## src/rtl/prrq_pkg.sv

```systemverilog
package prrq_pkg;

  localparam int DEF_NUM_LEVELS = 8;
  localparam int DEF_NUM_PROCS  = 32;

  localparam int MODE_W     = 2;
  localparam int ID_W       = 5;
  localparam int PRI_W      = 3;
  localparam int STATUS_W   = 2;
  localparam int MASK_OUT_W = 8;
  localparam int KIND_W     = 3;

  localparam logic [MODE_W-1:0] MODE_ADD      = 2'd0;
  localparam logic [MODE_W-1:0] MODE_REMOVE   = 2'd1;
  localparam logic [MODE_W-1:0] MODE_DISPATCH = 2'd2;

  localparam logic [STATUS_W-1:0] ST_OK      = 2'd0;
  localparam logic [STATUS_W-1:0] ST_EMPTY   = 2'd1;
  localparam logic [STATUS_W-1:0] ST_IGNORED = 2'd2;

  // What the captured transaction turns out to need
  localparam logic [KIND_W-1:0] KIND_NOP      = 3'd0;
  localparam logic [KIND_W-1:0] KIND_IGNORE   = 3'd1;
  localparam logic [KIND_W-1:0] KIND_EMPTY    = 3'd2;
  localparam logic [KIND_W-1:0] KIND_ADD_NEW  = 3'd3;
  localparam logic [KIND_W-1:0] KIND_ADD_RING = 3'd4;
  localparam logic [KIND_W-1:0] KIND_REMOVE   = 3'd5;
  localparam logic [KIND_W-1:0] KIND_DISPATCH = 3'd6;

  typedef struct packed {
    logic capture;
    logic issue_rd;
    logic decode;
    logic add_new;
    logic add_w1;
    logic add_w2;
    logic rem_w;
    logic disp_sel;
    logic load_out;
  } prrq_cmd_t;

  typedef struct packed {
    logic [KIND_W-1:0] kind;
  } prrq_sts_t;

endpackage

```

## src/rtl/prrq_ctrl.sv

```systemverilog
module prrq_ctrl (
  input  logic                clk,
  input  logic                rst,
  input  logic                in_valid,
  output logic                in_stall,
  output logic                out_valid,
  input  logic                out_stall,
  input  prrq_pkg::prrq_sts_t sts,
  output prrq_pkg::prrq_cmd_t cmd
);
  import prrq_pkg::*;

  localparam logic [2:0] S_IDLE   = 3'd0;
  localparam logic [2:0] S_DECODE = 3'd1;
  localparam logic [2:0] S_ADD_W1 = 3'd2;
  localparam logic [2:0] S_ADD_W2 = 3'd3;
  localparam logic [2:0] S_REM_W  = 3'd4;
  localparam logic [2:0] S_DISP   = 3'd5;
  localparam logic [2:0] S_DONE   = 3'd6;

  logic [2:0] state, state_next;

  assign in_stall = (state != S_IDLE);

  always_comb begin
    cmd        = '0;
    state_next = state;
    unique case (state)
      S_IDLE: begin
        if (in_valid) begin
          cmd.capture = 1'b1;
          state_next  = S_DECODE;
        end
      end
      S_DECODE: begin
        cmd.issue_rd = 1'b1;
        cmd.decode   = 1'b1;
        cmd.add_new  = (sts.kind == KIND_ADD_NEW);
        unique case (sts.kind)
          KIND_ADD_RING: state_next = S_ADD_W1;
          KIND_REMOVE:   state_next = S_REM_W;
          KIND_DISPATCH: state_next = S_DISP;
          default:       state_next = S_DONE;
        endcase
      end
      S_ADD_W1: begin
        cmd.add_w1 = 1'b1;
        state_next = S_ADD_W2;
      end
      S_ADD_W2: begin
        cmd.add_w2 = 1'b1;
        state_next = S_DONE;
      end
      S_REM_W: begin
        cmd.rem_w  = 1'b1;
        state_next = S_DONE;
      end
      S_DISP: begin
        cmd.disp_sel = 1'b1;
        state_next   = S_DONE;
      end
      S_DONE: begin
        // wait for the output register to free up
        if (!out_valid || !out_stall) begin
          cmd.load_out = 1'b1;
          state_next   = S_IDLE;
        end
      end
      default: state_next = S_IDLE;
    endcase
  end

  always_ff @(posedge clk) begin
    if (rst) begin
      state     <= S_IDLE;
      out_valid <= 1'b0;
    end else begin
      state <= state_next;
      if (cmd.load_out) begin
        out_valid <= 1'b1;
      end else if (!out_stall) begin
        out_valid <= 1'b0;
      end
    end
  end

endmodule

```

## src/rtl/prrq_dpath.sv

```systemverilog
module prrq_dpath #(
  parameter int NUM_LEVELS = prrq_pkg::DEF_NUM_LEVELS,
  parameter int NUM_PROCS  = prrq_pkg::DEF_NUM_PROCS
) (
  input  logic                               clk,
  input  logic                               rst,
  input  prrq_pkg::prrq_cmd_t                cmd,
  output prrq_pkg::prrq_sts_t                sts,
  input  logic [prrq_pkg::MODE_W-1:0]        mode,
  input  logic [prrq_pkg::ID_W-1:0]          proc_id,
  input  logic [prrq_pkg::PRI_W-1:0]         proc_priority,
  input  logic [prrq_pkg::ID_W-1:0]          active_id,
  output logic [prrq_pkg::ID_W-1:0]          chosen_id,
  output logic [prrq_pkg::STATUS_W-1:0]      status,
  output logic [prrq_pkg::MASK_OUT_W-1:0]    ready_mask
);
  import prrq_pkg::*;

  localparam int PID_W = $clog2(NUM_PROCS);
  localparam int LVL_W = $clog2(NUM_LEVELS);
  localparam int IDX_W = (PID_W > ID_W) ? PID_W : ID_W;
  localparam int MW    = (NUM_LEVELS > MASK_OUT_W) ? NUM_LEVELS : MASK_OUT_W;
  localparam logic [LVL_W-1:0] TOP_LVL = LVL_W'(NUM_LEVELS - 1);

  // captured transaction
  logic [MODE_W-1:0] mode_r;
  logic [ID_W-1:0]   pid_r;
  logic [PRI_W-1:0]  pri_r;
  logic [ID_W-1:0]   act_r;

  // scheduler state
  logic [PID_W-1:0]      head [NUM_LEVELS];
  logic [NUM_LEVELS-1:0] mask;
  logic [NUM_PROCS-1:0]  queued;

  // link memories
  logic [PID_W-1:0] nxt_mem [NUM_PROCS];
  logic [PID_W-1:0] prv_mem [NUM_PROCS];
  logic [LVL_W-1:0] lvl_mem [NUM_PROCS];
  logic [PID_W-1:0] nxt_rd, prv_rd;
  logic [LVL_W-1:0] lvl_rd;

  logic [IDX_W-1:0] pid_wide, act_wide;
  logic [PID_W-1:0] pid_idx, act_idx;
  logic             pid_ok, act_ok, pid_q, act_q;
  logic [LVL_W-1:0] lv_add, top_lvl, hd_idx;
  logic [PID_W-1:0] head_sel;
  logic [KIND_W-1:0] kind;
  logic [PID_W-1:0] rd_a, rd_b;
  logic             rem_single;

  logic             nxt_we, prv_we, lvl_we;
  logic [PID_W-1:0] nxt_wa, prv_wa, lvl_wa;
  logic [PID_W-1:0] nxt_wd, prv_wd;
  logic [LVL_W-1:0] lvl_wd;

  logic [STATUS_W-1:0] res_status;
  logic [PID_W-1:0]    res_chosen;
  logic [IDX_W-1:0]    chosen_wide;
  logic [MW-1:0]       mask_wide;

  assign pid_wide = IDX_W'(pid_r);
  assign act_wide = IDX_W'(act_r);
  assign pid_idx  = pid_wide[PID_W-1:0];
  assign act_idx  = act_wide[PID_W-1:0];
  assign pid_ok   = (32'(pid_r) < 32'(NUM_PROCS));
  assign act_ok   = (32'(act_r) < 32'(NUM_PROCS));
  assign pid_q    = pid_ok && queued[pid_idx];
  assign act_q    = act_ok && queued[act_idx];

  assign lv_add = (32'(pri_r) >= 32'(NUM_LEVELS)) ? TOP_LVL : LVL_W'(pri_r);

  always_comb begin
    top_lvl = '0;
    for (int i = 0; i < NUM_LEVELS; i++) begin
      if (mask[i]) begin
        top_lvl = LVL_W'(i);
      end
    end
  end

  // one read port on the head table, shared by add and dispatch
  assign hd_idx   = (mode_r == MODE_DISPATCH) ? top_lvl : lv_add;
  assign head_sel = head[hd_idx];

  always_comb begin
    unique case (mode_r)
      MODE_ADD: begin
        if (!pid_ok || pid_q) begin
          kind = KIND_IGNORE;
        end else if (!mask[lv_add]) begin
          kind = KIND_ADD_NEW;
        end else begin
          kind = KIND_ADD_RING;
        end
      end
      MODE_REMOVE:   kind = pid_q ? KIND_REMOVE : KIND_IGNORE;
      MODE_DISPATCH: kind = (mask == '0) ? KIND_EMPTY : KIND_DISPATCH;
      default:       kind = KIND_NOP;
    endcase
  end

  assign sts.kind = kind;

  // add reads the tail (prev of head); remove reads its own id, dispatch the active id
  assign rd_a = (mode_r == MODE_DISPATCH) ? act_idx : pid_idx;
  assign rd_b = (mode_r == MODE_ADD) ? head_sel : pid_idx;

  assign rem_single = (nxt_rd == pid_idx);

  always_comb begin
    nxt_we = 1'b0;
    prv_we = 1'b0;
    lvl_we = 1'b0;
    nxt_wa = pid_idx;
    prv_wa = pid_idx;
    lvl_wa = pid_idx;
    nxt_wd = pid_idx;
    prv_wd = pid_idx;
    lvl_wd = lv_add;
    if (cmd.add_new) begin
      nxt_we = 1'b1;
      prv_we = 1'b1;
      lvl_we = 1'b1;
    end else if (cmd.add_w1) begin
      nxt_we = 1'b1;
      prv_we = 1'b1;
      lvl_we = 1'b1;
      nxt_wd = head_sel;
      prv_wd = prv_rd;
    end else if (cmd.add_w2) begin
      // link old tail and head to the newcomer
      nxt_we = 1'b1;
      prv_we = 1'b1;
      nxt_wa = prv_rd;
      prv_wa = head_sel;
    end else if (cmd.rem_w && !rem_single) begin
      nxt_we = 1'b1;
      prv_we = 1'b1;
      prv_wa = nxt_rd;
      prv_wd = prv_rd;
      nxt_wa = prv_rd;
      nxt_wd = nxt_rd;
    end
  end

  always_ff @(posedge clk) begin
    if (nxt_we) begin
      nxt_mem[nxt_wa] <= nxt_wd;
    end
    if (prv_we) begin
      prv_mem[prv_wa] <= prv_wd;
    end
    if (lvl_we) begin
      lvl_mem[lvl_wa] <= lvl_wd;
    end
    if (cmd.issue_rd) begin
      nxt_rd <= nxt_mem[rd_a];
      lvl_rd <= lvl_mem[rd_a];
      prv_rd <= prv_mem[rd_b];
    end
  end

  always_ff @(posedge clk) begin
    if (rst) begin
      for (int i = 0; i < NUM_LEVELS; i++) begin
        head[i] <= '0;
      end
      mask   <= '0;
      queued <= '0;
    end else begin
      if (cmd.add_new) begin
        head[lv_add]    <= pid_idx;
        mask[lv_add]    <= 1'b1;
        queued[pid_idx] <= 1'b1;
      end
      if (cmd.add_w2) begin
        queued[pid_idx] <= 1'b1;
      end
      if (cmd.rem_w) begin
        queued[pid_idx] <= 1'b0;
        if (rem_single) begin
          head[lvl_rd] <= '0;
          mask[lvl_rd] <= 1'b0;
        end else begin
          head[lvl_rd] <= nxt_rd;
        end
      end
    end
  end

  assign chosen_wide = IDX_W'(res_chosen);
  assign mask_wide   = MW'(mask);

  always_ff @(posedge clk) begin
    if (cmd.capture) begin
      mode_r <= mode;
      pid_r  <= proc_id;
      pri_r  <= proc_priority;
      act_r  <= active_id;
    end
    if (cmd.decode) begin
      res_chosen <= '0;
      if (kind == KIND_IGNORE) begin
        res_status <= ST_IGNORED;
      end else if (kind == KIND_EMPTY) begin
        res_status <= ST_EMPTY;
      end else begin
        res_status <= ST_OK;
      end
    end
    if (cmd.disp_sel) begin
      res_chosen <= (act_q && (lvl_rd == top_lvl)) ? nxt_rd : head_sel;
    end
    if (cmd.load_out) begin
      chosen_id  <= chosen_wide[ID_W-1:0];
      status     <= res_status;
      ready_mask <= mask_wide[MASK_OUT_W-1:0];
    end
  end

endmodule

```

## src/rtl/priority_round_robin_ready_queue_unit.sv

```systemverilog
// Multilevel ready queue: one circular doubly linked ring of process ids per
// priority level, a head per level and a bitmap of non-empty levels. Items are
// add, remove or dispatch; each gives one result (chosen id, status, level
// bitmap after the step). One item is worked at a time, stepped by a small
// sequencer over single-write-port link memories with registered reads: an item
// is captured and decoded, then a remove gets one link-write step, a dispatch
// one select step and an add to an occupied level two link-write steps after
// one read of the tail; ignored, empty, unused-mode items and an add to an
// empty level go straight to the result. The input is taken again as soon as
// the result moves into the output register, even if it is not yet collected.
module priority_round_robin_ready_queue_unit #(
  parameter int NUM_LEVELS = prrq_pkg::DEF_NUM_LEVELS,
  parameter int NUM_PROCS  = prrq_pkg::DEF_NUM_PROCS
) (
  input  logic                            clk,
  input  logic                            rst,
  input  logic                            in_valid,
  output logic                            in_stall,
  input  logic [prrq_pkg::MODE_W-1:0]     mode,
  input  logic [prrq_pkg::ID_W-1:0]       proc_id,
  input  logic [prrq_pkg::PRI_W-1:0]      proc_priority,
  input  logic [prrq_pkg::ID_W-1:0]       active_id,
  output logic                            out_valid,
  input  logic                            out_stall,
  output logic [prrq_pkg::ID_W-1:0]       chosen_id,
  output logic [prrq_pkg::STATUS_W-1:0]   status,
  output logic [prrq_pkg::MASK_OUT_W-1:0] ready_mask
);
  import prrq_pkg::*;

  prrq_cmd_t cmd;
  prrq_sts_t sts;

  prrq_ctrl u_ctrl (
    .clk       (clk),
    .rst       (rst),
    .in_valid  (in_valid),
    .in_stall  (in_stall),
    .out_valid (out_valid),
    .out_stall (out_stall),
    .sts       (sts),
    .cmd       (cmd)
  );

  prrq_dpath #(
    .NUM_LEVELS (NUM_LEVELS),
    .NUM_PROCS  (NUM_PROCS)
  ) u_dpath (
    .clk           (clk),
    .rst           (rst),
    .cmd           (cmd),
    .sts           (sts),
    .mode          (mode),
    .proc_id       (proc_id),
    .proc_priority (proc_priority),
    .active_id     (active_id),
    .chosen_id     (chosen_id),
    .status        (status),
    .ready_mask    (ready_mask)
  );

endmodule

```

## config.mk

```make
export PLATFORM = sky130hd
export DESIGN_NAME = priority_round_robin_ready_queue_unit
export DESIGN_NICKNAME = d
export VERILOG_FILES = /design/src/rtl/prrq_pkg.sv /design/src/rtl/prrq_ctrl.sv /design/src/rtl/prrq_dpath.sv /design/src/rtl/priority_round_robin_ready_queue_unit.sv
export SDC_FILE = /design/constraint.sdc
export NUM_CORES = 1
export LEC_CHECK = 0
export BUFFER_PORTS_ARGS = -buffer_cell sky130_fd_sc_hd__buf_2
export CAP_MARGIN = 15
export CORE_UTILIZATION = 50
export CTS_CLUSTER_SIZE = 40
export DETAILED_ROUTE_END_ITERATION = 8
export GPL_TIMING_DRIVEN = 0
export HOLD_SLACK_MARGIN = 0.1
export PLACE_DENSITY = 0.65
export SYNTH_ARGS = -nofsm -noshare
export SYNTH_HDL_FRONTEND = slang
export SYNTH_SLANG_ARGS = --single-unit
```

## constraint.sdc

```tcl
create_clock -name clk -period 4.7 [get_ports clk]
set_input_delay 1.41 -clock clk [delete_from_list [all_inputs] [get_ports clk]]
set_output_delay 1.41 -clock clk [all_outputs]
set_load 0.02 [all_outputs]
```

==> impl.org <==
** Route
- Number of iterations in the first detailed-routing pass :: 9
- Violation count after the first detailed-route iteration :: around 1800
- Summed over all layers, the routed wires come to around 57000 um.
- For this run, design rule violations remaining after detail routing come to 5.
- Count of nets left with antenna violations after detail routing :: 0
- Dividing the detail-routed via count by the number of cells gives 6.09.
- The detailed router placed ~15000 vias in this run.
- Routed len/inst :: 23.7 um

** Global routing
- Total track usage :: ~24%
- The first global-routing pass estimated between 80000 and 90000 um of wire.
- The total overflow left after global routing is 0.
- The initial antenna violation count was 0.
- Entering global routing, the biggest net connects 36 pins.
- The via count of the first global-routing pass was 14300.

** Cells and area
- For this run, the number of standard cells in the final layout without fillers is 2429.
- Total area of multi-input combinational cells :: 0.00733 sq mm
- Growth of design area from synthesis to finish :: 13.0%
- Fraction of layout instances using a drive strength above 1 :: approximately 16%
- Fill cell instance count of the final layout :: 3663
- Number of diodes added for antenna fixing :: 0
- The sequential cells in the finished layout cover a total of between 0.015 and 0.02 sq mm.
- Number of nets in the layout :: 1795

** STA
- Headroom to the max-slew limit :: ~29%
- At the pin with the least slew margin, the transition time is ~1100 ps.
- Hold is met by about 420 ps.
- The final-report hold violation count was 0.
- Setup tns final :: 0 ps
- The number of pins with negative max-slew slack in the final report was 0.
- Setup repair after global routing left no endpoint under its margin.
- Final worst-path setup slack :: between 200 and 250 ps
- Final setup vio count :: 0
- Based on the critical path, the design can be clocked at up to between 200 and 250 MHz.
- Final Cycle Share :: around 95%
- For the finished layout, the period the worst path requires is 4460 ps.
- Across the routed clock network, the largest skew measured is around 36 ps.

** Clocking
- Buffers inserted to repair hold after CTS numbered 0.
- In this run the clock root is driven by a sky130_fd_sc_hd__clkbuf_16.
- Worst-case clock buffer depth :: 3
- Clk Latency, worst-skew pair :: 620 ps
- CTS built an H-tree with a depth of 2.
- The clock drives 550 sinks.
- CTS tree :: yes
- Clock-pin slew on the worst setup and hold paths :: roughly 60 ps
- Number of buffers created by CTS :: 54
- Post-CTS repair timing setup buffer count :: 0
- In this run, post-CTS repair resized a total of 0 instances.

** Placement
- The count of buffers added on input and output ports is 35.
- The number of placed instances, taps included, is between 2000 and 2500.
- Routability Congestion :: 0.930
- The HPWL after detailed placement is around 40000 um.
- Post-Place Worst Slack :: between 50 and 60 ps

** Yosys
- Counting every net in the synthesized netlist gives 1693.
- Synthesis handed over a netlist of 1674 instances.
- Number of synthesized flops with an enable pin :: about 510
- After synthesis, the mean cell area works out to around 14 sq um.
- After synthesis, the share of flip-flops with an asynchronous set or reset is 0%.
- Most frequent cell after synthesis :: sky130_fd_sc_hd__edfxtp_1
- Synthesis instantiated between 60 and 70 different standard cells from the library.
- Number of synthesis warnings :: 0
- Synth Flop Type :: sky130_fd_sc_hd__edfxtp_1
- Mapped cell area :: around 0.024 sq mm
- Cell types occupying the most area after synthesis :: sky130_fd_sc_hd__edfxtp_1, sky130_fd_sc_hd__mux4_2, sky130_fd_sc_hd__mux2i_1
- Number of flip-flops and latches in the synthesized netlist :: 550
- Of all cell types, the one taking the most synthesized area is sky130_fd_sc_hd__edfxtp_1.
- Sorting the synthesized cells by how often they occur yields sky130_fd_sc_hd__edfxtp_1, sky130_fd_sc_hd__nor2_1, sky130_fd_sc_hd__nand2_1.
- Portion of the post-synthesis area used by sequential elements :: 67.5%
- Area fraction of the dominant cell type after synthesis :: a little under two thirds

** Power and ir drop
- Power share of the clock group :: between 30% and 40%
- Leakage power of the design :: ~8.9 nW
- Share of total power in sequential cells :: between 40 and 50%
- Peak supply drop :: around 0.28 mV
- Internal cell power :: 0.00939 W
- Dividing total power by cell area gives a power density of 489 mW/mm^2.
- In this run, the combinational gates consume 20.3% of the power.
- For this design the total switching power over the nets is between 0.003 and 0.004 W.
- In this run switching power makes up around 29% of total power.

** Floorplan
- Standard cell core area :: roughly 0.047 sq mm
- I/O pin count :: 36
- The initial utilization of the core area, before any placement, comes to roughly half.
- Die height :: between 200 and 250 um
- The die covers about 0.049 sq mm.
- The floorplan has 79 rows.
- From left edge to right edge, the die measures approximately 220 um.

** Run
- Max_cap viols :: 0

** Setup path
- At the worst endpoint, the required time is a little under 5000 ps.
- Launch instance of the worst register-to-register path :: u_dpath.lvl_wa[1]$_DFFE_PP_
- The critical path starts at u_dpath.lvl_wa[1]$_DFFE_PP_.
- WS Path Type :: register to register
- Worst-path cell with the longest stage delay :: sky130_fd_sc_hd__clkbuf_1
- Of all nets on the critical path, the largest fanout is 10.
- Element type at the critical path start :: register
- Series of cell instances along the critical path :: clkbuf_1, mux4_2, a32oi_1, nand4_1, nand2b_1, or2_1, buf_2, o211ai_2, and4_1, nand2_1, nor2_1
- Slowest cell delay on critical path :: about 570 ps
- Worst Setup End Kind :: register
- Data on the critical path arrives at its endpoint at between 4000 and 5000 ps.

** Outcome
- The flow ran to the end, but the final reports show violations.
- The checks that failed: DRC.

** Hold path
- The tightest min-delay check is of the register to register type.
- The startpoint identified for the worst hold timing path is u_dpath.chosen_wide[0]$_SDFFCE_PP0P_.
==> state kept, by name, summed over array words and instances, names as in the netlist, 8 cells and up <==
register / cells
u_dpath.head: 40
u_dpath.nxt_mem: 160
u_dpath.queued: 32
u_dpath.lvl_mem: 96
u_dpath.mask: 8
u_dpath.prv_mem: 160
u_dpath.ready_mask: 8
==> routing by layer <==
layer	up-vias	GRT usage [%]	part of all wire (%)
met2	630	36.4	45
met5	-	0	0
met3	103	4.41	8.1
met4	0	6.60	2.4
met1	7412	36.8	44
li1	6659	-	-
==> power by group through the flow <==
stage               Combinational (W)  Clock [W]  Sequential (W)
detailed placement            0.00262          0         0.00609
global route                  0.00287    0.00477         0.00598
floorplan                     0.00165          0         0.00606
global placement              0.00246          0         0.00613
finish                        0.00267    0.00452         0.00597
CTS                           0.00263    0.00459         0.00599
==> cell usage in the layout, fill, tap and decap left out, types with 4 or more instances in the layout <==
cell                        instances
sky130_fd_sc_hd__clkbuf_16         55
sky130_fd_sc_hd__mux2i_1          105
sky130_fd_sc_hd__a21oi_2            6
sky130_fd_sc_hd__clkinv_2          10
sky130_fd_sc_hd__buf_6              5
sky130_fd_sc_hd__or2_2              9
sky130_fd_sc_hd__xnor2_1            6
sky130_fd_sc_hd__o22ai_1           17
sky130_fd_sc_hd__bufinv_16          6
sky130_fd_sc_hd__o22a_1             6
sky130_fd_sc_hd__mux2_2             6
sky130_fd_sc_hd__buf_1             10
sky130_fd_sc_hd__a22o_1             7
sky130_fd_sc_hd__buf_2             61
sky130_fd_sc_hd__edfxtp_1         506
sky130_fd_sc_hd__o21ai_0           34
sky130_fd_sc_hd__clkbuf_1          72
sky130_fd_sc_hd__and3_1             8
sky130_fd_sc_hd__nand2b_1          28
sky130_fd_sc_hd__o211ai_1          10
sky130_fd_sc_hd__a32oi_1           26
sky130_fd_sc_hd__nor2b_1            9
sky130_fd_sc_hd__mux4_2            84
sky130_fd_sc_hd__buf_8              6
sky130_fd_sc_hd__inv_1              8
sky130_fd_sc_hd__nor2_2             8
sky130_fd_sc_hd__a211oi_1          41
sky130_fd_sc_hd__o31ai_1            4
sky130_fd_sc_hd__dfxtp_1           44
sky130_fd_sc_hd__nand3_1           32
sky130_fd_sc_hd__nor3_1            41
sky130_fd_sc_hd__clkbuf_8          12
sky130_fd_sc_hd__a31oi_1            7
sky130_fd_sc_hd__nor2_1           198
sky130_fd_sc_hd__buf_4              6
sky130_fd_sc_hd__a21oi_1           64
sky130_fd_sc_hd__a22oi_1            5
sky130_fd_sc_hd__nand3b_1           5
sky130_fd_sc_hd__nand2_1          193
sky130_fd_sc_hd__a21oi_4            5
==> final timing paths <==
path                                          end  slack (ps)  depth (start not counted)
setup / recovery  u_dpath.prv_mem[8][4]$_DFFE_PP_         240                         11
hold / removal     u_dpath.chosen_id[0]$_DFFE_PP_         420                          0
setup reg to reg  u_dpath.prv_mem[8][4]$_DFFE_PP_         240                         11
hold reg to reg    u_dpath.chosen_id[0]$_DFFE_PP_         420                          0
==> area by class of cell <==
type                            count  area share, %
Buffer                            105           1.78
Clock buffer                       80           5.91
Clock inverter                     22           1.10
Inverter                            9          0.125
Multi-Input combinational cell   1010           27.2
Sequential cell                   550           59.7
Tap cell                          607           2.82
Timing Repair Buffer               46           1.35
==> cell families (layout without fill, tap and decap cells) <==
group                  after synthesis  in the layout  share of synthesized area, %
flip-flops                         550            550                          67.5
AND/OR/NAND/NOR                    546            546                          10.0
AO/OA/AOI/OAI                      257            257                          7.25
multiplexers                       198            198                          12.8
buffers and inverters              114            262                          2.15
XOR/XNOR                             9              9                         0.331
==> per-stage QoR <==
| step | power (W) | area, sq um | util [%] |
|---|---|---|---|
| after global routing | 0.0136 | 26900 | 57.6 |
| after global placement | 0.00858 | 24800 | 53.0 |
| final | 0.0132 | 26900 | 57.6 |
| after detailed placement | 0.00871 | 25000 | 53.4 |
| after floorplan | 0.00771 | 23800 | - |
| after CTS | 0.0132 | 26900 | 57.4 |
==> critical path: cells and delay by family (launching register included) <==
| family | cells | cell delay, ps |
|---|---|---|
| buffers and inverters | 2 | 760 |
| AO/OA/AOI/OAI | 2 | 390 |
| multiplexers | 1 | 440 |
| AND/OR/NAND/NOR | 6 | 1950 |
| flip-flops | 1 | 540 |
Power figures use the tool's default switching activity.
